File: config.mk
export PLATFORM = sky130hd
export DESIGN_NAME = line_fold_with_tab_expansion
export DESIGN_NICKNAME = d
export VERILOG_FILES = /design/src/design/lfte_pkg.sv /design/src/design/line_fold_with_tab_expansion.sv /design/src/design/lfte_fifo.sv /design/src/design/lfte_mod.sv /design/src/design/lfte_front.sv /design/src/design/lfte_back.sv
export VERILOG_INCLUDE_DIRS = /design/src /design/src/design
export SDC_FILE = /design/constraint.sdc
export NUM_CORES = 1
export LEC_CHECK = 0
export ABC_CLOCK_PERIOD_IN_PS = 6500
export BUFFER_PORTS_ARGS = -buffer_cell sky130_fd_sc_hd__buf_2
export CAP_MARGIN = 25
export CELL_PAD_IN_SITES_DETAIL_PLACEMENT = 1
export CELL_PAD_IN_SITES_GLOBAL_PLACEMENT = 2
export CORE_UTILIZATION = 48
export DETAILED_ROUTE_END_ITERATION = 6
export PLACE_DENSITY_LB_ADDON = 0.1
export SYNTH_ARGS = -nofsm -noshare
export SYNTH_HDL_FRONTEND = slang
export SYNTH_SLANG_ARGS = --single-unit
File: constraint.sdc
create_clock -name clock -period 6.5 [get_ports clock]
set_input_delay 0.65 -clock clock [delete_from_list [all_inputs] [get_ports clock]]
set_output_delay 0.65 -clock clock [all_outputs]
set_load 0.01 [all_outputs]
File: src/design/line_fold_with_tab_expansion_defines.svh
// ----------------------------------------------------------------------------
// Line folder assertion macros
// Shared property forms for the line folder; each expects clock and reset.
// ----------------------------------------------------------------------------
`ifndef LINE_FOLD_WITH_TAB_EXPANSION_DEFINES_SVH
`define LINE_FOLD_WITH_TAB_EXPANSION_DEFINES_SVH

// same-cycle implication
`define LFTE_ASSERT_IMP(label, cond, conseq, msg) \
   label: assert property (@(posedge clock) disable iff (reset) (cond) |-> (conseq)) \
      else $error(msg);

// next-cycle implication
`define LFTE_ASSERT_NEXT(label, cond, conseq, msg) \
   label: assert property (@(posedge clock) disable iff (reset) (cond) |=> (conseq)) \
      else $error(msg);

`endif

File: src/design/lfte_pkg.sv
// ----------------------------------------------------------------------------
// Line folder package
// Widths, character codes, item types and register helpers.
// ----------------------------------------------------------------------------
package lfte_pkg;

   localparam int CHAR_W      = 8;
   localparam int COL_W       = 6;
   localparam int SUM_W       = COL_W + 1;
   localparam int MOD_CNT_W   = $clog2(SUM_W + 1);
   localparam int CFG_IDX_W   = 1;
   localparam int FRONT_DEPTH = 2;
   localparam int OUT_DEPTH   = 4;

   localparam logic [CHAR_W-1:0] CH_SPACE   = 8'h20;
   localparam logic [CHAR_W-1:0] CH_TAB     = 8'h09;
   localparam logic [CHAR_W-1:0] CH_NEWLINE = 8'h0A;

   localparam logic [COL_W-1:0] COL_SAT       = 6'd63;
   localparam logic [COL_W-1:0] REG_MIN       = 6'd1;
   localparam logic [COL_W-1:0] REG_MAX       = 6'd62;
   localparam logic [COL_W-1:0] TAB_SIZE_RST  = 6'd8;
   localparam logic [COL_W-1:0] COL_LIMIT_RST = 6'd62;

   localparam logic [CFG_IDX_W-1:0] CFG_TAB_SIZE     = 1'b0;
   localparam logic [CFG_IDX_W-1:0] CFG_COLUMN_LIMIT = 1'b1;

   typedef enum logic [1:0] {
      CLS_WORD,
      CLS_SPACE,
      CLS_TAB,
      CLS_NEWLINE
   } item_class_type;

   typedef struct packed {
      item_class_type    cls;
      logic [CHAR_W-1:0] ch;
   } front_item_type;

   typedef struct packed {
      logic [CHAR_W-1:0] out_char;
      logic [COL_W-1:0]  repeat_count;
      logic              last_of_run;
   } out_item_type;

   typedef struct packed {
      logic             start;
      logic [SUM_W-1:0] dividend;
      logic [COL_W-1:0] divisor;
   } mod_req_type;

   typedef struct packed {
      logic             done;
      logic [COL_W-1:0] remainder;
   } mod_rsp_type;

   function automatic logic [COL_W-1:0] clamp_reg(input logic [COL_W-1:0] v);
      logic [COL_W-1:0] r;
      r = v;
      if (v < REG_MIN) r = REG_MIN;
      else if (v > REG_MAX) r = REG_MAX;
      return r;
   endfunction

   function automatic logic [COL_W-1:0] sat_col(input logic [SUM_W-1:0] s);
      logic [COL_W-1:0] r;
      r = s[COL_W-1:0];
      if (s[SUM_W-1]) r = COL_SAT;
      return r;
   endfunction

endpackage

File: src/design/line_fold_with_tab_expansion.sv
// A word byte passes the front queue and the S_IDLE and S_FLUSH states before it is stored; a tab,
// or a blank that fits on the line, also passes S_WS_BLANK and the bit-serial remainder unit that finds tab stops.
// Throughput: one result per cycle while a stored word is placed and the result queue has room;
// the sequencer takes a new byte only once it is back in S_IDLE.
// Reset: synchronous; clears column, blanks, flags, word length and queues, tab_size to 8,
// column_limit to 62; the word store itself is not cleared.
// ----------------------------------------------------------------------------
// Line folder with tab expansion
// Word-wrapping text folder: queued front end, sequencer and result queue.
// ----------------------------------------------------------------------------
module line_fold_with_tab_expansion
   import lfte_pkg::*;
#(
   parameter int WORD_DEPTH = 62
) (
   input  logic                 clock,
   input  logic                 reset,
   input  logic                 push,
   output logic                 full,
   input  logic [CHAR_W-1:0]    req_in_char,
   output logic                 empty,
   input  logic                 pop,
   output logic [CHAR_W-1:0]    rsp_out_char,
   output logic [COL_W-1:0]     rsp_repeat_count,
   output logic                 rsp_last_of_run,
   input  logic                 csr_wr_en,
   input  logic [CFG_IDX_W-1:0] csr_index,
   input  logic [COL_W-1:0]     csr_wr_data
);

   logic [COL_W-1:0] tab_size_ff, tab_size_in;
   logic [COL_W-1:0] column_limit_ff, column_limit_in;
   front_item_type   f_item;
   logic             f_empty;
   logic             f_pop;
   out_item_type     b_item;
   logic             b_push;
   logic             o_full;
   logic [$bits(out_item_type)-1:0] o_rd_data;
   out_item_type     o_item;

   always_comb begin
      tab_size_in     = tab_size_ff;
      column_limit_in = column_limit_ff;
      if (csr_wr_en) begin
         case (csr_index)
            CFG_TAB_SIZE:     tab_size_in     = csr_wr_data;
            CFG_COLUMN_LIMIT: column_limit_in = csr_wr_data;
            default:          ;
         endcase
      end
   end

   always_ff @(posedge clock) begin
      if (reset) begin
         tab_size_ff     <= TAB_SIZE_RST;
         column_limit_ff <= COL_LIMIT_RST;
      end else begin
         tab_size_ff     <= tab_size_in;
         column_limit_ff <= column_limit_in;
      end
   end

   lfte_front u_front (
      .clock   (clock),
      .reset   (reset),
      .push    (push),
      .in_char (req_in_char),
      .full    (full),
      .pop     (f_pop),
      .item    (f_item),
      .empty   (f_empty)
   );

   lfte_back #(
      .WORD_DEPTH (WORD_DEPTH)
   ) u_back (
      .clock    (clock),
      .reset    (reset),
      .tab      (clamp_reg(tab_size_ff)),
      .limit    (clamp_reg(column_limit_ff)),
      .in_item  (f_item),
      .in_empty (f_empty),
      .in_pop   (f_pop),
      .out_item (b_item),
      .out_push (b_push),
      .out_full (o_full)
   );

   lfte_fifo #(
      .WIDTH ($bits(out_item_type)),
      .DEPTH (OUT_DEPTH)
   ) u_out_queue (
      .clock   (clock),
      .reset   (reset),
      .push    (b_push),
      .wr_data (b_item),
      .full    (o_full),
      .pop     (pop),
      .rd_data (o_rd_data),
      .empty   (empty)
   );

   assign o_item           = out_item_type'(o_rd_data);
   assign rsp_out_char     = o_item.out_char;
   assign rsp_repeat_count = o_item.repeat_count;
   assign rsp_last_of_run  = o_item.last_of_run;

endmodule

File: src/design/lfte_fifo.sv
// ----------------------------------------------------------------------------
// Line folder queue
// Small first-in first-out queue with full and empty flags.
// ----------------------------------------------------------------------------
module lfte_fifo #(
   parameter int WIDTH = 8,
   parameter int DEPTH = 2
) (
   input  logic             clock,
   input  logic             reset,
   input  logic             push,
   input  logic [WIDTH-1:0] wr_data,
   output logic             full,
   input  logic             pop,
   output logic [WIDTH-1:0] rd_data,
   output logic             empty
);

   localparam int PTR_W = (DEPTH > 1) ? $clog2(DEPTH) : 1;
   localparam int CNT_W = $clog2(DEPTH + 1);

   logic [WIDTH-1:0] slot_ff [DEPTH];
   logic [PTR_W-1:0] wr_ptr_ff, wr_ptr_in;
   logic [PTR_W-1:0] rd_ptr_ff, rd_ptr_in;
   logic [CNT_W-1:0] count_ff, count_in;
   logic             do_push;
   logic             do_pop;

   assign full    = (count_ff == CNT_W'(DEPTH));
   assign empty   = (count_ff == '0);
   assign do_push = push && !full;
   assign do_pop  = pop && !empty;
   assign rd_data = slot_ff[rd_ptr_ff];

   always_comb begin
      wr_ptr_in = wr_ptr_ff;
      rd_ptr_in = rd_ptr_ff;
      count_in  = count_ff;
      if (do_push) begin
         wr_ptr_in = (wr_ptr_ff == PTR_W'(DEPTH - 1)) ? '0 : wr_ptr_ff + PTR_W'(1);
      end
      if (do_pop) begin
         rd_ptr_in = (rd_ptr_ff == PTR_W'(DEPTH - 1)) ? '0 : rd_ptr_ff + PTR_W'(1);
      end
      if (do_push && !do_pop) count_in = count_ff + CNT_W'(1);
      else if (do_pop && !do_push) count_in = count_ff - CNT_W'(1);
   end

   always_ff @(posedge clock) begin
      if (reset) begin
         wr_ptr_ff <= '0;
         rd_ptr_ff <= '0;
         count_ff  <= '0;
      end else begin
         wr_ptr_ff <= wr_ptr_in;
         rd_ptr_ff <= rd_ptr_in;
         count_ff  <= count_in;
      end
   end

   always_ff @(posedge clock) begin
      if (do_push) slot_ff[wr_ptr_ff] <= wr_data;
   end

endmodule

File: src/design/lfte_mod.sv
// ----------------------------------------------------------------------------
// Line folder remainder unit
// Restoring remainder, one dividend bit per cycle, done pulses at the end.
// ----------------------------------------------------------------------------
module lfte_mod
   import lfte_pkg::*;
(
   input  logic        clock,
   input  logic        reset,
   input  mod_req_type req,
   output mod_rsp_type rsp
);

   logic [SUM_W-1:0]     div_ff, div_in;
   logic [COL_W-1:0]     rem_ff, rem_in;
   logic [COL_W-1:0]     dsr_ff, dsr_in;
   logic [MOD_CNT_W-1:0] cnt_ff, cnt_in;
   logic                 done_ff, done_in;
   logic [SUM_W-1:0]     trial;
   logic                 busy;

   assign busy  = (cnt_ff != '0);
   assign trial = {rem_ff, div_ff[SUM_W-1]};

   always_comb begin
      div_in  = div_ff;
      rem_in  = rem_ff;
      dsr_in  = dsr_ff;
      cnt_in  = cnt_ff;
      done_in = 1'b0;
      if (req.start) begin
         div_in = req.dividend;
         dsr_in = req.divisor;
         rem_in = '0;
         cnt_in = MOD_CNT_W'(SUM_W);
      end else if (busy) begin
         div_in = {div_ff[SUM_W-2:0], 1'b0};
         if (trial >= SUM_W'(dsr_ff)) begin
            rem_in = COL_W'(trial - SUM_W'(dsr_ff));
         end else begin
            rem_in = trial[COL_W-1:0];
         end
         cnt_in  = cnt_ff - MOD_CNT_W'(1);
         done_in = (cnt_ff == MOD_CNT_W'(1));
      end
   end

   always_ff @(posedge clock) begin
      if (reset) begin
         cnt_ff  <= '0;
         done_ff <= 1'b0;
      end else begin
         cnt_ff  <= cnt_in;
         done_ff <= done_in;
      end
      div_ff <= div_in;
      rem_ff <= rem_in;
      dsr_ff <= dsr_in;
   end

   assign rsp.done      = done_ff;
   assign rsp.remainder = rem_ff;

endmodule

File: src/design/lfte_front.sv
// ----------------------------------------------------------------------------
// Line folder front end
// Classify each accepted byte and queue it for the sequencer.
// ----------------------------------------------------------------------------
module lfte_front
   import lfte_pkg::*;
(
   input  logic              clock,
   input  logic              reset,
   input  logic              push,
   input  logic [CHAR_W-1:0] in_char,
   output logic              full,
   input  logic              pop,
   output front_item_type    item,
   output logic              empty
);

   front_item_type            classed;
   logic [$bits(front_item_type)-1:0] q_rd_data;

   always_comb begin
      classed.ch = in_char;
      case (in_char)
         CH_SPACE:   classed.cls = CLS_SPACE;
         CH_TAB:     classed.cls = CLS_TAB;
         CH_NEWLINE: classed.cls = CLS_NEWLINE;
         default:    classed.cls = CLS_WORD;
      endcase
   end

   lfte_fifo #(
      .WIDTH ($bits(front_item_type)),
      .DEPTH (FRONT_DEPTH)
   ) u_queue (
      .clock   (clock),
      .reset   (reset),
      .push    (push),
      .wr_data (classed),
      .full    (full),
      .pop     (pop),
      .rd_data (q_rd_data),
      .empty   (empty)
   );

   assign item = front_item_type'(q_rd_data);

endmodule

File: src/design/lfte_back.sv
// ----------------------------------------------------------------------------
// Line folder sequencer
// Place words, track column and blanks, expand tabs and fold lines.
// ----------------------------------------------------------------------------
`include "line_fold_with_tab_expansion_defines.svh"

module lfte_back
   import lfte_pkg::*;
#(
   parameter int WORD_DEPTH = 62
) (
   input  logic             clock,
   input  logic             reset,
   input  logic [COL_W-1:0] tab,
   input  logic [COL_W-1:0] limit,
   input  front_item_type   in_item,
   input  logic             in_empty,
   output logic             in_pop,
   output out_item_type     out_item,
   output logic             out_push,
   input  logic             out_full
);

   localparam int PTR_W = $clog2(WORD_DEPTH);
   localparam int LEN_W = $clog2(WORD_DEPTH + 1);

   typedef enum logic [3:0] {
      S_IDLE,
      S_PLACE_NL,
      S_PLACE_CH,
      S_WS_BLANK,
      S_MOD,
      S_FLUSH,
      S_BREAK,
      S_FULL_NL
   } state_type;

   state_type         state_ff, state_in;
   item_class_type    cls_ff, cls_in;
   logic [CHAR_W-1:0] ch_ff, ch_in;
   logic [COL_W-1:0]  column_ff, column_in;
   logic [COL_W-1:0]  pending_ff, pending_in;
   logic              after_blank_ff, after_blank_in;
   logic              suppress_ff, suppress_in;
   logic [LEN_W-1:0]  wl_ff, wl_in;
   logic [PTR_W-1:0]  ptr_ff, ptr_in;
   logic              hold_valid_ff, hold_valid_in;
   logic [CHAR_W-1:0] hold_char_ff, hold_char_in;
   logic [COL_W-1:0]  hold_rep_ff, hold_rep_in;
   logic [CHAR_W-1:0] rd_data_ff;

   logic [CHAR_W-1:0] word_mem [WORD_DEPTH];

   logic              emit_go;
   logic              emit_req;
   logic [CHAR_W-1:0] emit_char;
   logic [COL_W-1:0]  emit_rep;
   logic              st_we;
   logic [SUM_W-1:0]  col_plus_wl;
   logic [SUM_W-1:0]  col_plus_pend;
   logic [COL_W-1:0]  pend_nx;
   logic [SUM_W-1:0]  blank_sum;
   logic [COL_W-1:0]  tab_pend;
   logic [SUM_W-1:0]  tab_sum;
   mod_req_type       mod_req;
   mod_rsp_type       mod_rsp;

   assign emit_go       = !out_full;
   assign col_plus_wl   = SUM_W'(column_ff) + SUM_W'(wl_ff);
   assign col_plus_pend = SUM_W'(column_ff) + SUM_W'(pending_ff);
   assign pend_nx       = suppress_ff ? pending_ff
                                      : sat_col(SUM_W'(pending_ff) + SUM_W'(1));
   assign blank_sum     = SUM_W'(column_ff) + SUM_W'(pend_nx);
   assign tab_pend      = tab - mod_rsp.remainder;
   assign tab_sum       = SUM_W'(column_ff) + SUM_W'(tab_pend);

   always_comb begin
      state_in       = state_ff;
      cls_in         = cls_ff;
      ch_in          = ch_ff;
      column_in      = column_ff;
      pending_in     = pending_ff;
      after_blank_in = after_blank_ff;
      suppress_in    = suppress_ff;
      wl_in          = wl_ff;
      ptr_in         = ptr_ff;
      hold_valid_in  = hold_valid_ff;
      hold_char_in   = hold_char_ff;
      hold_rep_in    = hold_rep_ff;
      emit_req       = 1'b0;
      emit_char      = CH_NEWLINE;
      emit_rep       = COL_W'(1);
      st_we          = 1'b0;
      in_pop         = 1'b0;
      out_push       = 1'b0;
      out_item       = '{out_char: hold_char_ff, repeat_count: hold_rep_ff, last_of_run: 1'b0};
      mod_req        = '{start: 1'b0, dividend: blank_sum, divisor: tab};

      case (state_ff)
         S_IDLE: begin
            if (hold_valid_ff && emit_go) begin
               out_push             = 1'b1;
               out_item.last_of_run = 1'b1;
               hold_valid_in        = 1'b0;
            end
            if ((!hold_valid_ff || emit_go) && !in_empty) begin
               in_pop = 1'b1;
               cls_in = in_item.cls;
               ch_in  = in_item.ch;
               if (in_item.cls == CLS_WORD) begin
                  after_blank_in = 1'b0;
                  suppress_in    = 1'b0;
                  state_in       = S_FLUSH;
               end else if (!after_blank_ff && wl_ff != '0) begin
                  after_blank_in = 1'b1;
                  state_in       = S_PLACE_NL;
               end else begin
                  state_in = S_WS_BLANK;
               end
            end
         end
         S_PLACE_NL: begin
            if (col_plus_wl > SUM_W'(limit)) begin
               if (emit_go) begin
                  emit_req  = 1'b1;
                  column_in = '0;
                  state_in  = S_PLACE_CH;
               end
            end else begin
               state_in = S_PLACE_CH;
            end
         end
         S_PLACE_CH: begin
            if (emit_go) begin
               emit_req  = 1'b1;
               emit_char = rd_data_ff;
               if (LEN_W'(ptr_ff) + LEN_W'(1) == wl_ff) begin
                  column_in = sat_col(col_plus_wl);
                  wl_in     = '0;
                  ptr_in    = '0;
                  state_in  = (cls_ff == CLS_WORD) ? S_FULL_NL : S_WS_BLANK;
               end else begin
                  ptr_in = ptr_ff + PTR_W'(1);
               end
            end
         end
         S_WS_BLANK: begin
            pending_in = pend_nx;
            case (cls_ff)
               CLS_SPACE: begin
                  if (blank_sum > SUM_W'(limit)) begin
                     state_in = S_BREAK;
                  end else begin
                     mod_req.start = 1'b1;
                     state_in      = S_MOD;
                  end
               end
               CLS_TAB: begin
                  mod_req.start    = 1'b1;
                  mod_req.dividend = SUM_W'(column_ff);
                  state_in         = S_MOD;
               end
               CLS_NEWLINE: state_in = S_BREAK;
               default:     state_in = S_IDLE;
            endcase
         end
         S_MOD: begin
            if (mod_rsp.done) begin
               if (cls_ff == CLS_TAB) begin
                  pending_in = tab_pend;
                  state_in   = (tab_sum > SUM_W'(limit)) ? S_BREAK : S_FLUSH;
               end else begin
                  state_in = (mod_rsp.remainder == '0) ? S_FLUSH : S_IDLE;
               end
            end
         end
         S_FLUSH: begin
            if (pending_ff == '0 || emit_go) begin
               if (pending_ff != '0) begin
                  emit_req   = 1'b1;
                  emit_char  = CH_SPACE;
                  emit_rep   = pending_ff;
                  column_in  = sat_col(col_plus_pend);
                  pending_in = '0;
               end
               if (cls_ff != CLS_WORD) begin
                  state_in = S_IDLE;
               end else if (wl_ff == LEN_W'(WORD_DEPTH)) begin
                  state_in = S_PLACE_NL;
               end else begin
                  st_we    = 1'b1;
                  wl_in    = wl_ff + LEN_W'(1);
                  state_in = S_IDLE;
               end
            end
         end
         S_BREAK: begin
            if (emit_go) begin
               emit_req    = 1'b1;
               suppress_in = 1'b1;
               column_in   = '0;
               pending_in  = '0;
               state_in    = S_IDLE;
            end
         end
         S_FULL_NL: begin
            if (emit_go) begin
               emit_req  = 1'b1;
               column_in = '0;
               st_we     = 1'b1;
               wl_in     = wl_ff + LEN_W'(1);
               state_in  = S_IDLE;
            end
         end
         default: state_in = S_IDLE;
      endcase

      // hand the held result on, keep the new one until we know if it ends the item
      if (emit_req) begin
         out_push      = hold_valid_ff;
         hold_valid_in = 1'b1;
         hold_char_in  = emit_char;
         hold_rep_in   = emit_rep;
      end
   end

   always_ff @(posedge clock) begin
      if (reset) begin
         state_ff       <= S_IDLE;
         column_ff      <= '0;
         pending_ff     <= '0;
         after_blank_ff <= 1'b0;
         suppress_ff    <= 1'b0;
         wl_ff          <= '0;
         ptr_ff         <= '0;
         hold_valid_ff  <= 1'b0;
      end else begin
         state_ff       <= state_in;
         column_ff      <= column_in;
         pending_ff     <= pending_in;
         after_blank_ff <= after_blank_in;
         suppress_ff    <= suppress_in;
         wl_ff          <= wl_in;
         ptr_ff         <= ptr_in;
         hold_valid_ff  <= hold_valid_in;
      end
      cls_ff       <= cls_in;
      ch_ff        <= ch_in;
      hold_char_ff <= hold_char_in;
      hold_rep_ff  <= hold_rep_in;
   end

   always_ff @(posedge clock) begin
      if (st_we) word_mem[wl_ff[PTR_W-1:0]] <= ch_ff;
   end

   always_ff @(posedge clock) begin
      rd_data_ff <= word_mem[ptr_in];
   end

   lfte_mod u_mod (
      .clock (clock),
      .reset (reset),
      .req   (mod_req),
      .rsp   (mod_rsp)
   );

   `LFTE_ASSERT_IMP(a_place_nonempty, state_ff == S_PLACE_CH, wl_ff != '0, "placing an empty word")
   `LFTE_ASSERT_IMP(a_mod_done_waited, mod_rsp.done, state_ff == S_MOD, "remainder unit done out of turn")
   `LFTE_ASSERT_IMP(a_push_room, out_push, !out_full, "push into full result queue")
   `LFTE_ASSERT_NEXT(a_break_clears, (state_ff == S_BREAK) && !out_full, (column_ff == '0) && suppress_ff && (pending_ff == '0), "line break left column or blanks")

endmodule

# ---- Yosys cells after proc, flatten, opt, wreduce, memory -nomap -nowiden
# Memories as Yosys holds them, arrays and structs flattened. A register that Yosys moved wholly into a read port is not among the register bits.
# Index checks and enable logic that the tools add are counted.
dict set report totals {
  elab_cells 254
  output_inout_bits 17
  mem_count 3
  ram_bits 576
  reg_bits 101
}
dict set report op_classes {
  reduce_logical 58
  order_cmp 8
  n_addsub 18
  bitwise_logic 2
  muxes 105
  n_eq_ne 35
}
# name depth width rd rd_ports_with_merged_regs wr line_no
set memory_table {}
lappend memory_table {u_back.word_mem 62 8 1 1 1 lfte_back.sv:52} ;# logic [CHAR_W-1:0] word_mem [WORD_DEPTH];
lappend memory_table {u_out_queue.slot_ff 4 15 1 1 1 lfte_fifo.sv:22} ;# logic [WIDTH-1:0] slot_ff [DEPTH];
lappend memory_table {u_front.u_queue.slot_ff 2 10 1 1 1 lfte_fifo.sv:22}
# operator count
set ops {}
lappend ops {{6-bit 2-to-1 mux} 30}
lappend ops {{6-bit one-hot mux with 4 select lines} 2}
lappend ops {{4-bit 2-to-1 mux} 11}
lappend ops {{1-bit 2-to-1 mux} 32}
lappend ops {{6-bit by 6-bit adder with 7-bit output} 4}
lappend ops {{4-bit one-hot mux with 7 select lines} 1}
lappend ops {{8-bit 2-to-1 mux} 3}
lappend ops {{7-bit by 6-bit > comparator with 1-bit output} 3}
lappend ops {{7-bit 2-to-1 mux} 3}
lappend ops {{2-bit 2-to-1 mux} 9}
lappend ops {{3-bit 2-to-1 mux} 6}
lappend ops {{6-bit one-hot mux with 3 select lines} 1}
lappend ops {{4-bit by 3-bit equality test with 1-bit output (second input constant)} 4}
lappend ops {{8-bit by 4-bit equality test with 1-bit output (second input constant)} 2}
lappend ops {{8-bit one-hot mux with 2 select lines} 1}
lappend ops {{2-bit nonzero test} 8}
lappend ops {{2-bit by 1-bit != test with 1-bit output (second input constant)} 7}
lappend ops {{2-bit != test (second input constant)} 7}
lappend ops {{7-bit AND reduction} 2}
lappend ops {{6-bit by 1-bit adder with 6-bit output (second input constant)} 2}
lappend ops {{6-bit > comparator (second input constant)} 2}
lappend ops {{6-bit logical NOT} 2}
lappend ops {{6-bit by 1-bit less-than comparator with 1-bit output (second input constant)} 2}
lappend ops {{4-bit one-hot mux with 3 select lines} 1}
lappend ops {{other kinds (37)} 81}

# ---- Depth between registers and ports, before layout
# Gate-level depths: netlist of run 1.
dict set report depth {
  depth_word 12
  mapped_depth 22
}

# ---- Hierarchy
# Synthesis of run 1 repeated with hierarchy kept, for this count alone.
dict set report unflattened {
  hier_cells 2735
  area_unflattened_um2 32342.3
}
# mod area_per_inst_um2 cells_per_inst seq_area_each_um2 n_inst
set by_module_without_submodules {}
lappend by_module_without_submodules {lfte_back 26849.5 2365 16375.7 1}
lappend by_module_without_submodules {{lfte_fifo at u_out_queue} 2663.8 128 1981.9 1}
lappend by_module_without_submodules {lfte_mod 1298.7 118 590.6 1}
lappend by_module_without_submodules {{lfte_fifo at u_front.u_queue} 935.9 56 700.7 1}
lappend by_module_without_submodules {line_fold_with_tab_expansion 535.5 62 240.2 1}
lappend by_module_without_submodules {lfte_front 58.8 6 0.0 1}

# ---- Worst setup path before layout of run 1
# Ideal clock, no wire load.
dict set report synth_timing {
  kind {register -> register}
  start {register u_back.wl_ff[1]}
  end {register u_out_queue.count_ff[2]}
  path_stages_with_launch 21
  slack_ns 2.196
  t_arrival_ns 4.233
  period_less_slack_ns 4.304
  path_cell_list {dfxtp_1 > clkbuf_1 > inv_1 > fa_1 > nor2b_1 > o21ai_0 > a21boi_0 > nor2_1 > ha_1 > nand3_1 > a21oi_1 > o21bai_1 > a311oi_1 > a31oi_1 > nor2_1 > ha_1 > inv_1 > fa_1 > xor2_1 > or3_1 > a21oi_1}
}
dict set report synth_via {
  elab_chain_cells 9
  word_cells_on_any_way 11
  cone_classes {1 x add/sub; 1 x order compare; 4 x mux; 5 x reduce/logical}
}
# element line_no
set synth_rtl {}
lappend synth_rtl {{start, declared} lfte_back.sv:45} ;# logic [LEN_W-1:0] wl_ff, wl_in;
lappend synth_rtl {{start signal, assigned} lfte_back.sv:243} ;# wl_ff <= wl_in;
lappend synth_rtl {{6-bit by 6-bit adder with 7-bit output *} lfte_back.sv:69} ;# assign col_plus_wl = SUM_W'(column_ff) + SUM_W'(wl_ff);
lappend synth_rtl {{7-bit by 6-bit > comparator with 1-bit output *} lfte_back.sv:123} ;# if (col_plus_wl > SUM_W'(limit)) begin
lappend synth_rtl {{1-bit 2-to-1 mux *} lfte_back.sv:123}
lappend synth_rtl {{1-bit one-hot mux with 3 select lines *} lfte_back.sv:99} ;# case (state_ff)
lappend synth_rtl {{1-bit 2-to-1 mux *} lfte_back.sv:219} ;# if (emit_req) begin
lappend synth_rtl {{1-bit logical AND *} lfte_fifo.sv:31} ;# assign do_push = push && !full;
lappend synth_rtl {{via u_out_queue.do_push} lfte_fifo.sv:26} ;# logic do_push;
lappend synth_rtl {{1-bit logical NOT} lfte_fifo.sv:46} ;# else if (do_pop && !do_push) count_in = count_ff - CNT_W'(1);
lappend synth_rtl {{1-bit logical AND} lfte_fifo.sv:46}
lappend synth_rtl {{2-bit nonzero test (no line)} --}
lappend synth_rtl {{end signal, assigned} lfte_fifo.sv:57} ;# count_ff <= count_in;
lappend synth_rtl {{end, declared} lfte_fifo.sv:25} ;# logic [CNT_W-1:0] count_ff, count_in;
# Mark *: on every way through the listed nets, which the timed path passes. The rest lies on a longest branch.
# A chain may end at the register's enable or synchronous reset.

# ---- Worst setup path after layout of run 1
dict set report layout_timing {
  start {register u_back.state_ff[1]}
  end {register u_back.rd_data_ff[6], read port of u_back.word_mem}
}
dict set report layout_via {
  elab_chain_cells 2
}
# element line_no
set layout_rtl {}
lappend layout_rtl {{start, declared} lfte_back.sv:38} ;# state_type state_ff, state_in;
lappend layout_rtl {{start signal, assigned} lfte_back.sv:238} ;# state_ff <= state_in;
lappend layout_rtl {{4-bit by 2-bit equality test with 1-bit output} lfte_back.sv:99}
lappend layout_rtl {{6-bit 2-to-1 mux} lfte_back.sv:99}
lappend layout_rtl {{end, declared} lfte_back.sv:50} ;# logic [CHAR_W-1:0] rd_data_ff;
# Every way passes these cells.

==> flow_summary_export.csv, run 1 <==
group,metric,value,unit
place,gp_congestion,0.839,
power,power,13700,uW
clocking,htree_levels,3,
synthesis,synthesis.nets,2580,
job,cap_violations,0,
floorplanning,num_rows,92,
routing,drt_pass1_iterations,6,
global_route,grt_use_total,0.270,
global_route,grt_pass1_wl,134000,microns
status,status,"finished, final reports clean",
clocking,clock_path_buffers,3,
synthesis,ys_seq_area_frac,0.641,
sta,relSlewSlack,0.192,
worst_setup_path,cp_num_cells,10,
sta,finalSetupViolCount,0,
clocking,clk-insertion-delay-late,0.63,ns
worst_setup_path,max_stage_delay,0.85,ns
worst_setup_path,rr_worst_depth,10,
finish,nets,2595,
clocking,cts_sinks,687,
floorplanning,start_util,0.489,
synthesis,synth_top_family_by_area,"simple AND/OR/NAND/NOR gates",
worst_setup_path,crit_buf_inv,1,
worst_setup_path,cp_slowest_cell,"dfxtp_1",
worst_setup_path,reg2reg_from,"u_back.state_ff[1]$_SDFFE_PP0P_",
worst_setup_path,r2r-end,"u_back.rd_data_ff[6]$_DFF_P_",
finish,area_growth,10.8,%
clocking,cts-buffers-inserted,74,
worst_setup_path,crit_required,6.99,ns
routing,wl,88100,microns
power,p_int,9040,uW
place,numPortBuffers,36,
sta,maxSlewViolCount,0,
power,p_clk_frac,0.297,
finish,drive_gt1_frac,0.112,
floorplanning,die_y,256,microns
sta,fin_skew,0.0229,ns
global_route,grt_max_degree,123,
clocking,post_cts_buffers,0,
routing,drc,0,
worst_setup_path,crit_chain,"nor3b_4 -> nand2_2 -> xnor2_1 -> a21boi_4 -> buf_12 -> mux2_2 -> a221oi_2 -> o221ai_1 -> a2111oi_2 -> a211oi_2",
floorplanning,io_pins,37,
sta,rsz0062_at_grt,"no",
sta,fmax,195,MHz
worst_setup_path,crit_start,"u_back.state_ff[1]$_SDFFE_PP0P_",
routing,via_count,20500,
power,comb_power_share,0.288,
worst_setup_path,worst_setup_path_start_kind,"flip-flop",
place,dp.final_hpwl,56500,microns
clocking,ctsResizeCount,0,
synthesis,synth_area,0.0310,sq mm
sta,layout_min_cycle_time,5.12,ns
synthesis,synthArstFlopShare,0,
worst_setup_path,endpoint_kind,"flip-flop",
worst_setup_path,crit_fanout,122,
synthesis,syn-instance-count,2479,
power,sw_frac_of_total,0.338,
synthesis,muxShareOfSynthArea,0.0490,
routing,vias_per_cell,6.04,
synthesis,synth-compound-area-share,0.0964,
clocking,cts_root_buf,"clkbuf_16",
sta,fin_tns_setup,0,ns
synthesis,synth_cell_type_count,86,
global_route,globalRouteOverflowTotal,0,
synthesis,synth_edf_count,613,
clocking,clkSlewWorstSetupHoldPaths,0.06,ns
synthesis,yosys_warnings,0,
worst_setup_path,r2r_slack,1.38,ns
sta,period_share,0.787,
sta,hold_violations,0,
floorplanning,die-area,0.0657,sq mm
synthesis,synth-main-ff-cell,"edfxtp_1",
worst_setup_path,path_delay_family,"compound AO/OA/AOI/OAI gates",
min_path,min_path_type,"input pin to flip-flop",
worst_setup_path,cp.arrival,5.61,ns
power,p_switching,4610,uW
synthesis,synthSimpleGateAreaFrac,0.135,
global_route,antenna_found_initial,2,
synthesis,synth_fa_ha_area_frac,0.0343,
global_route,grt_pass1_vias,21400,
routing,wl_per_cell,25.9,microns
synthesis,synthXorXnorAreaFrac,0.0127,
synthesis,synth-seq-cells,687,
routing,drtIter0Drc,1753,
power,power_frac_seq,0.415,
sta,worstMarginPinSlew,1.20,ns
clocking,cts_tree,"done",
clocking,cts.hold.buffers_added,0,
routing,postRouteAntennaNets,0,
floorplanning,core,0.0635,sq mm
power,power_density,397,mW/mm^2
power,max-vdd-ir-drop,359,uV
worst_setup_path,crit_type,"flip-flop to flip-flop",
floorplanning,die_w,256,microns
power,total_leakage_power,0.0120,uW
finish,post-route-util,0.541,
worst_setup_path,critPathCapture,"u_back.rd_data_ff[6]$_DFF_P_",
synthesis,postSynthAreaPerCell,12.5,sq um
## through the flow
step / hold WS, ns / instance area (sq um) / setup slack [ns] / cells
after floorplan: 0.435 / 31000 / 2.20 / 2479
after global placement: 0.455 / 32000 / 1.54 / 3257
after detailed placement: 0.464 / 32100 / 1.46 / 3262
after CTS: 0.201 / 34400 / 1.44 / 3393
after global routing: 0.221 / 34400 / 0.918 / 3395
final: 0.232 / 34400 / 1.38 / 3397
## synth_stat cells, types with 7 or more instances
cell type | number | share of area
fa_1 | 7 | 0.0045
nor4_1 | 10 | 0.0020
a31oi_1 | 43 | 0.0087
a21oi_1 | 80 | 0.013
buf_1 | 10 | 0.0012
nand3_1 | 139 | 0.022
mux2_2 | 33 | 0.012
a31o_2 | 16 | 0.0045
nand4_1 | 23 | 0.0046
clkbuf_1 | 63 | 0.0076
nor2_1 | 157 | 0.019
and3_1 | 61 | 0.012
buf_2 | 50 | 0.0081
nand2_1 | 395 | 0.048
a21o_1 | 20 | 0.0048
nor3b_1 | 9 | 0.0022
a211oi_1 | 42 | 0.010
ha_1 | 74 | 0.030
nand2b_1 | 12 | 0.0024
and2_1 | 14 | 0.0028
o21bai_1 | 9 | 0.0022
dfxtp_1 | 74 | 0.048
mux2i_1 | 81 | 0.026
mux4_2 | 15 | 0.011
edfxtp_1 | 613 | 0.59
or3_1 | 12 | 0.0024
nor2b_1 | 17 | 0.0034
o21ai_0 | 55 | 0.0089
xor2_1 | 20 | 0.0056
a32oi_1 | 10 | 0.0028
nor4b_1 | 7 | 0.0020
a221oi_1 | 30 | 0.0085
buf_4 | 17 | 0.0041
a311oi_1 | 12 | 0.0034
o22ai_1 | 9 | 0.0018
o21a_1 | 7 | 0.0017
xnor2_1 | 23 | 0.0065
o311ai_0 | 12 | 0.0034
nor3_1 | 23 | 0.0037
inv_1 | 67 | 0.0081
## power by group through the flow
stage / Sequential, uW / Combinational, uW / Clock (uW)
floorplan: 5760 / 2490 / 0
global placement: 5770 / 3710 / 0
detailed placement: 5750 / 3910 / 0
CTS: 5660 / 3940 / 4130
global route: 5690 / 4290 / 4270
finish: 5670 / 3930 / 4060
## kinds of logic (layout without fill, tap and decap cells)
family,count (synthesis),after routing
xor gates and xnor gates,44,44
muxes,129,129
adders and majority gates,81,81
DFF,687,687
buffers and inverters,216,286
AOI/OAI and AO/OA,417,417
other,0,2
and+or+nand+nor,905,905
## worst min path at each step
stage | start | endpoint | slack [ns] | cells past startpoint
after floorplan | column_limit_ff[5]$_SDFFE_PP1P_ | column_limit_ff[5]$_SDFFE_PP1P_ | 0.44 | 1
after global placement | column_limit_ff[5]$_SDFFE_PP1P_ | column_limit_ff[5]$_SDFFE_PP1P_ | 0.46 | 1
after detailed placement | column_limit_ff[5]$_SDFFE_PP1P_ | column_limit_ff[5]$_SDFFE_PP1P_ | 0.46 | 1
after CTS | req_in_char[4] | u_front.u_queue.slot_ff[1][4]$_DFFE_PP_ | 0.20 | 1
after global routing | req_in_char[4] | u_front.u_queue.slot_ff[0][4]$_DFFE_PP_ | 0.22 | 1
final | req_in_char[4] | u_front.u_queue.slot_ff[1][4]$_DFFE_PP_ | 0.23 | 1
## cell type report
class                   instances  area, sq um
diodes                          2         5.00
repair buffers                 88          646
inverters                      67          251
clock buffers                 102         2020
flip-flops and latches        687        19900
well taps                     846         1060
multi-input cells            1576        10200
fillers                      6416        29200
clock inverters                29          274
## registers in the layout, indices dropped and copies added, names as in the netlist, 7 cells and up, named ones only
name / cells
u_back.ch_ff: 8
u_front.u_queue.slot_ff: 20
u_back.rd_data_ff: 8
u_out_queue.slot_ff: 60
u_back.hold_char_ff: 8
u_back.u_mod.div_ff: 7
u_back.word_mem: 496
## layer usage
metal | GRT usage | vias up | routed length, microns
li1 | - | 9313 | -
met1 | 0.368 | 10500 | 38600
met2 | 0.448 | 533 | 42800
met3 | 0.0328 | 143 | 4160
met4 | 0.0928 | 0 | 2540
met5 | 0 | - | 0
## worst reg2reg max path, cell delays in order, from the launching register on
cell,delay (ns)
dfxtp_1,0.85
nor3b_4,0.68
nand2_2,0.51
xnor2_1,0.47
a21boi_4,0.26
buf_12,0.52
mux2_2,0.46
a221oi_2,0.26
o221ai_1,0.24
a2111oi_2,0.60
a211oi_2,0.14
## cell usage in the layout (no fill, tap or decap), drive strengths merged, types with 43 or more instances in the layout
cell type and instances:
nor2 158, buf 88, mux2i 81, edfxtp 613, and3 61, clkbuf 102, o21ai 63, a21oi 80
inv 69, nand2 395, a211oi 43, ha 74, dfxtp 74, nand3 139, a31oi 43
(Power assumes the default switching activity.)
==> inputs of run 2 (changes only) <==
--- a/config.mk
+++ b/config.mk
@@ -6,12 +6,12 @@
 export SDC_FILE = /design/constraint.sdc
 export NUM_CORES = 1
 export LEC_CHECK = 0
-export ABC_CLOCK_PERIOD_IN_PS = 6500
+export ABC_CLOCK_PERIOD_IN_PS = 4440
 export BUFFER_PORTS_ARGS = -buffer_cell sky130_fd_sc_hd__buf_2
 export CAP_MARGIN = 25
 export CELL_PAD_IN_SITES_DETAIL_PLACEMENT = 1
 export CELL_PAD_IN_SITES_GLOBAL_PLACEMENT = 2
-export CORE_UTILIZATION = 48
+export CORE_UTILIZATION = 41
 export DETAILED_ROUTE_END_ITERATION = 6
 export PLACE_DENSITY_LB_ADDON = 0.1
 export SYNTH_ARGS = -nofsm -noshare
==> constraint.sdc (replaced) <==
create_clock -name clock -period 4.44 [get_ports clock]
set_input_delay 0.444 -clock clock [delete_from_list [all_inputs] [get_ports clock]]
set_output_delay 0.444 -clock clock [all_outputs]
set_load 0.01 [all_outputs]
==> run 2 against run 1 <==
Effect of this change: via count rose by 1.4%; combinational power is 59% higher; first-iteration DRC count fell by 4.2%; cell count rose by 6.0%; power is 53% higher; flip-flop and latch count stayed put; clock-buffer cell count shrank 6; sequential share of layout area decreased by 1.8 points; critical endpoint is now u_back.rd_data_ff[2]$_DFF_P_.
==> flow_summary_export.csv, run 2 (same netlist as run 1, synthesis figures left out) <==
group,metric,value,unit
finish,drive_gt1_frac,0.152,
clocking,htree_levels,3,
floorplanning,io_pins,37,
worst_setup_path,cp.arrival,4.82,ns
sta,fin_skew,0.0318,ns
clocking,clk-insertion-delay-late,0.65,ns
power,max-vdd-ir-drop,336,uV
place,gp_congestion,0.840,
routing,via_count,20800,
finish,num-fill-cells,7556,
routing,vias_per_cell,5.77,
clocking,cts_sinks,687,
place,place_area,0.0329,sq mm
global_route,globalRouteOverflowTotal,0,
place,dp.final_hpwl,60400,microns
floorplanning,die_y,277,microns
finish,layout_commonest_cell,"edfxtp_1",
floorplanning,die-area,0.0768,sq mm
routing,topRoutingLayerUsed,"met4",
routing,met2_wirelength,42700,microns
power,total_leakage_power,0.0125,uW
power,p_int,13800,uW
global_route,antenna_found_initial,3,
place,dp_slack,0.0558,ns
routing,wl_met3,4980,microns
finish,nets,2675,
clocking,cts-buffers-inserted,78,
finish,fin_cells,3601,
clocking,clkSlewWorstSetupHoldPaths,0.06,ns
routing,drtIter0Drc,1680,
routing,drc,0,
finish,final_cell_mix,"edfxtp_1 (613), nand2_1 (394), nor2_1 (157)",
sta,relSlewSlack,0.308,
routing,wl_met1,41300,microns
global_route,grt_pass1_wl,138000,microns
worst_setup_path,worst_setup_path_start_kind,"flip-flop",
power,power_density,587,mW/mm^2
power,comb_power_share,0.300,
routing,wl,92100,microns
clocking,clock_path_buffers,3,
floorplanning,die_w,277,microns
finish,area_growth,14.4,%
sta,fmax,231,MHz
place,placed_cells,3460,
clocking,cts_root_buf,"clkbuf_16",
power,sw_frac_of_total,0.338,
finish,fin_area,0.0355,sq mm
sta,setup_slack,0.107,ns
global_route,grt_pass1_vias,21500,
floorplanning,core,0.0747,sq mm
routing,postRouteAntennaNets,0,
sta,worstMarginPinSlew,1.04,ns
finish,n_antenna_cell,0,
sta,finalSetupViolCount,0,
sta,period_share,0.976,
sta,layout_min_cycle_time,4.33,ns
job,cap_violations,0,
sta,hold_violations,0,
status,status,"finished, final reports clean",
routing,drt_pass1_iterations,5,
power,power,20900,uW
sta,fin_tns_setup,0,ns
power,power_frac_seq,0.395,
clocking,cts.hold.buffers_added,0,
worst_setup_path,crit_fanout,32,
global_route,grt_use_total,0.241,
finish,ff_latch_area,0.0199,sq mm
clocking,cts_tree,"done",
floorplanning,start_util,0.416,
min_path,min_path_type,"input pin to flip-flop",
floorplanning,num_rows,100,
worst_setup_path,endpoint_kind,"flip-flop",
finish,largest_reg_flops,496,
worst_setup_path,crit_type,"flip-flop to flip-flop",
global_route,grt_max_degree,63,
place,numPortBuffers,36,
finish,multi_input_area,0.0103,sq mm
routing,wl_per_cell,25.6,microns
power,p_switching,7050,uW
worst_setup_path,crit_required,4.92,ns
power,p_clk_frac,0.306,
sta,maxSlewViolCount,0,
-- run 2: cell types whose count changed in the layout (fill, tap and decap cells not counted), sizes merged --
cell      change
buf          +76
clkinv        +9
clkbuf        -6
clkinvlp      +3
diode         -2
bufinv        +1
-- run 2: path summary, 6_finish.rpt --
path | cells after the start | slack (ns) | start | to
max | 13 | 0.11 | u_back.ptr_ff[1]$_SDFF_PP0_ | u_back.rd_data_ff[2]$_DFF_P_
min | 1 | 0.03 | req_in_char[6] | u_front.u_queue.slot_ff[0][6]$_DFFE_PP_
max reg2reg | 13 | 0.11 | u_back.ptr_ff[1]$_SDFF_PP0_ | u_back.rd_data_ff[2]$_DFF_P_
min reg2reg | 1 | 0.47 | column_limit_ff[5]$_SDFFE_PP1P_ | column_limit_ff[5]$_SDFFE_PP1P_
-- run 2: what timing repair did --
| action | 4_1_cts | 5_1_grt |
|---|---|---|
| resized for setup | 0 | 24 |
| setup endpoints to repair | 0 | 31 |
| buffers inserted | 0 | 2 |
-- run 2: worst max-delay path, stage by stage (launching register included) --
cell      delay [ns]
dfxtp_1         0.45
ha_1            0.34
xnor2_1         0.22
a22oi_1         0.15
o211a_1         0.44
a31oi_4         0.31
buf_12          0.23
buf_12          0.27
buf_12          0.23
buf_4           0.17
a21oi_1         0.04
o311ai_0        0.80
and3_1          0.41
a211oi_1        0.07
-- run 2: final cells by class --
cell class,count,share of cell area
clock inverters,42,0.0113
inverters,67,0.00708
repair buffers,164,0.0378
multi-input cells,1576,0.290
flip-flops and latches,687,0.560
clock buffers,96,0.0595
well taps,969,0.0341
-- run 2: power by group through the flow --
stage | logic [uW] | clock network (uW) | registers, uW
after floorplan | 3640 | 0 | 8430
after global placement | 5960 | 0 | 8380
after detailed placement | 6160 | 0 | 8380
after CTS | 6190 | 6490 | 8250
after global routing | 6830 | 6720 | 8280
final | 6260 | 6370 | 8230
-- run 2: routing by layer --
layer,vias to the layer above,global-route usage
met5,-,0
met1,10600,0.332
met2,513,0.384
li1,9482,-
met3,159,0.0389
met4,0,0.0853
-- run 2: per-stage QoR --
stage | util | hold WS, ns
after floorplan | - | 0.435
after global placement | 0.440 | 0.455
after detailed placement | 0.440 | 0.466
after CTS | 0.474 | 0.00572
after global routing | 0.475 | 0.0248
final | 0.475 | 0.0324
==> inputs of run 3 (changes only) <==
--- a/config.mk
+++ b/config.mk
@@ -14,6 +14,7 @@
 export CORE_UTILIZATION = 41
 export DETAILED_ROUTE_END_ITERATION = 6
 export PLACE_DENSITY_LB_ADDON = 0.1
+export RECOVER_POWER = 50
 export SYNTH_ARGS = -nofsm -noshare
 export SYNTH_HDL_FRONTEND = slang
 export SYNTH_SLANG_ARGS = --single-unit
==> run 3 against run 2 <==
Effect of this change: the flow now finishes with violations (max-capacitance violations, max-slew violations); flip-flop and latch count unchanged; worst setup slack better by 0.014 ns; via count down 0.30%; worst hold slack better by 0.039 ns; sequential power is 1% higher; first-iteration DRC count grew 3.8%; clock-buffer cell count unchanged.
==> flow_summary_export.csv, run 3 (same netlist as run 1, synthesis figures left out) <==
group,metric,value,unit
status,status,"finished with violations",
status,violations,"max-capacitance violations, max-slew violations",
worst_setup_path,rr_worst_depth,13,
sta,fin_skew,0.0294,ns
clocking,cts_sinks,687,
finish,final_cell_mix,"edfxtp_1 (613), nand2_1 (394), nor2_1 (157)",
place,dp_slack,0.0558,ns
finish,n_antenna_cell,0,
worst_setup_path,reg2reg_from,"u_back.ptr_ff[1]$_SDFF_PP0_",
power,max-vdd-ir-drop,337,uV
worst_setup_path,r2r_slack,0.12,ns
place,numPortBuffers,36,
floorplanning,die_w,277,microns
global_route,antenna_found_initial,3,
floorplanning,num_rows,100,
routing,postRouteAntennaNets,0,
power,p_int,13800,uW
floorplanning,die-area,0.0768,sq mm
finish,nets,2675,
floorplanning,die_y,277,microns
finish,layout_commonest_cell,"edfxtp_1",
min_path,min-delay-start,"req_in_char[7]",
worst_setup_path,crit_fanout,32,
sta,maxSlewViolCount,480,
routing,vias_per_cell,5.76,
finish,largest_reg_flops,496,
routing,drc,0,
floorplanning,io_pins,37,
power,power_density,589,mW/mm^2
min_path,min_path_type,"input pin to flip-flop",
sta,worstMarginPinSlew,3.80,ns
clocking,clk-insertion-delay-late,0.65,ns
power,p_clk_frac,0.305,
sta,layout_min_cycle_time,4.32,ns
global_route,globalRouteOverflowTotal,0,
place,dp.final_hpwl,60400,microns
clocking,htree_levels,3,
sta,hold_violations,0,
worst_setup_path,crit_required,4.92,ns
routing,via_count,20700,
sta,period_share,0.973,
sta,whs,0.0709,ns
finish,area_growth,14.1,%
power,total_leakage_power,0.0124,uW
routing,wl,92100,microns
clocking,cts-buffers-inserted,78,
worst_setup_path,worst_setup_path_start_kind,"flip-flop",
worst_setup_path,cp.arrival,4.80,ns
floorplanning,core,0.0747,sq mm
clocking,clkSlewWorstSetupHoldPaths,0.06,ns
place,place_area,0.0329,sq mm
finish,fin_area,0.0354,sq mm
worst_setup_path,critPathCapture,"u_back.rd_data_ff[2]$_DFF_P_",
routing,wl_per_cell,25.6,microns
global_route,grt_pass1_vias,21500,
power,p_switching,7040,uW
floorplanning,start_util,0.416,
sta,finalSetupViolCount,0,
clocking,cts.hold.buffers_added,0,
power,comb_power_share,0.296,
routing,drt_pass1_iterations,5,
job,cap_violations,8,
clocking,cts_root_buf,"clkbuf_16",
place,gp_congestion,0.840,
sta,fmax,232,MHz
clocking,cts_tree,"done",
power,sw_frac_of_total,0.337,
finish,drive_gt1_frac,0.141,
worst_setup_path,crit_start,"u_back.ptr_ff[1]$_SDFF_PP0_",
sta,fin_tns_setup,0,ns
worst_setup_path,r2r-end,"u_back.rd_data_ff[2]$_DFF_P_",
global_route,grt_pass1_wl,138000,microns
clocking,clock_path_buffers,3,
global_route,grt_max_degree,63,
finish,post-route-util,0.474,
power,power_frac_seq,0.398,
sta,relSlewSlack,-1.53,
worst_setup_path,crit_type,"flip-flop to flip-flop",
worst_setup_path,endpoint_kind,"flip-flop",
global_route,grt_use_total,0.241,
routing,drtIter0Drc,1743,
sta,setup_slack,0.120,ns
-- run 3: cell type report --
type	instances	area (sq um)
Fill cell	7569	39300
Sequential cell	687	19900
Multi-Input combinational cell	1576	10300
Clock buffer	96	2110
Timing Repair Buffer	164	1230
Tap cell	969	1210
Clock inverter	42	403
Inverter	67	251
-- run 3: timing repair --
action,in CTS,in global routing
endpoints found under the setup margin,0,31
gates resized for setup,0,24
setup buffers,0,2
-- run 3: power by group through the flow --
stage / clock network, uW / registers (uW) / logic, uW
2_1_floorplan: 0 / 8430 / 3640
3_3_place_gp: 0 / 8380 / 5960
3_5_place_dp: 0 / 8380 / 6160
4_1_cts: 6490 / 8250 / 6190
5_1_grt: 6720 / 8360 / 6760
6_report: 6360 / 8310 / 6180
-- run 3: worst max-delay path, cell delays in order (launching register included) --
cell	delay [ns]
dfxtp_1	0.46
ha_1	0.34
xnor2_1	0.22
a22oi_1	0.15
o211a_1	0.44
a31oi_4	0.31
buf_12	0.23
buf_12	0.26
buf_12	0.23
buf_4	0.17
a21oi_1	0.04
o311ai_0	0.79
and3_1	0.41
a211oi_1	0.07
-- run 3: how the worst min path moves through the flow --
stage,endpoint,cells after the start
3_3_place_gp,column_limit_ff[5]$_SDFFE_PP1P_,1
3_5_place_dp,column_limit_ff[5]$_SDFFE_PP1P_,1
5_1_grt,u_front.u_queue.slot_ff[1][7]$_DFFE_PP_,1
6_report,u_front.u_queue.slot_ff[1][7]$_DFFE_PP_,1
2_1_floorplan,column_limit_ff[5]$_SDFFE_PP1P_,1
4_1_cts,u_front.u_queue.slot_ff[1][4]$_DFFE_PP_,1
-- run 3: through the flow --
stage / cells / total power [uW]
detailed placement: 3460 / 14500
global placement: 3459 / 14300
floorplan: 2479 / 12100
finish: 3601 / 20900
CTS: 3598 / 20900
global route: 3601 / 21800
-- run 3: layer usage --
layer | routed length (microns) | share of wire | track usage | vias up
met3 | 4860 | 0.053 | 0.0389 | 157
met2 | 42600 | 0.46 | 0.384 | 506
li1 | - | - | - | 9476
met1 | 41500 | 0.45 | 0.332 | 10600
met5 | 0 | 0 | 0 | -
met4 | 3080 | 0.034 | 0.0853 | 0
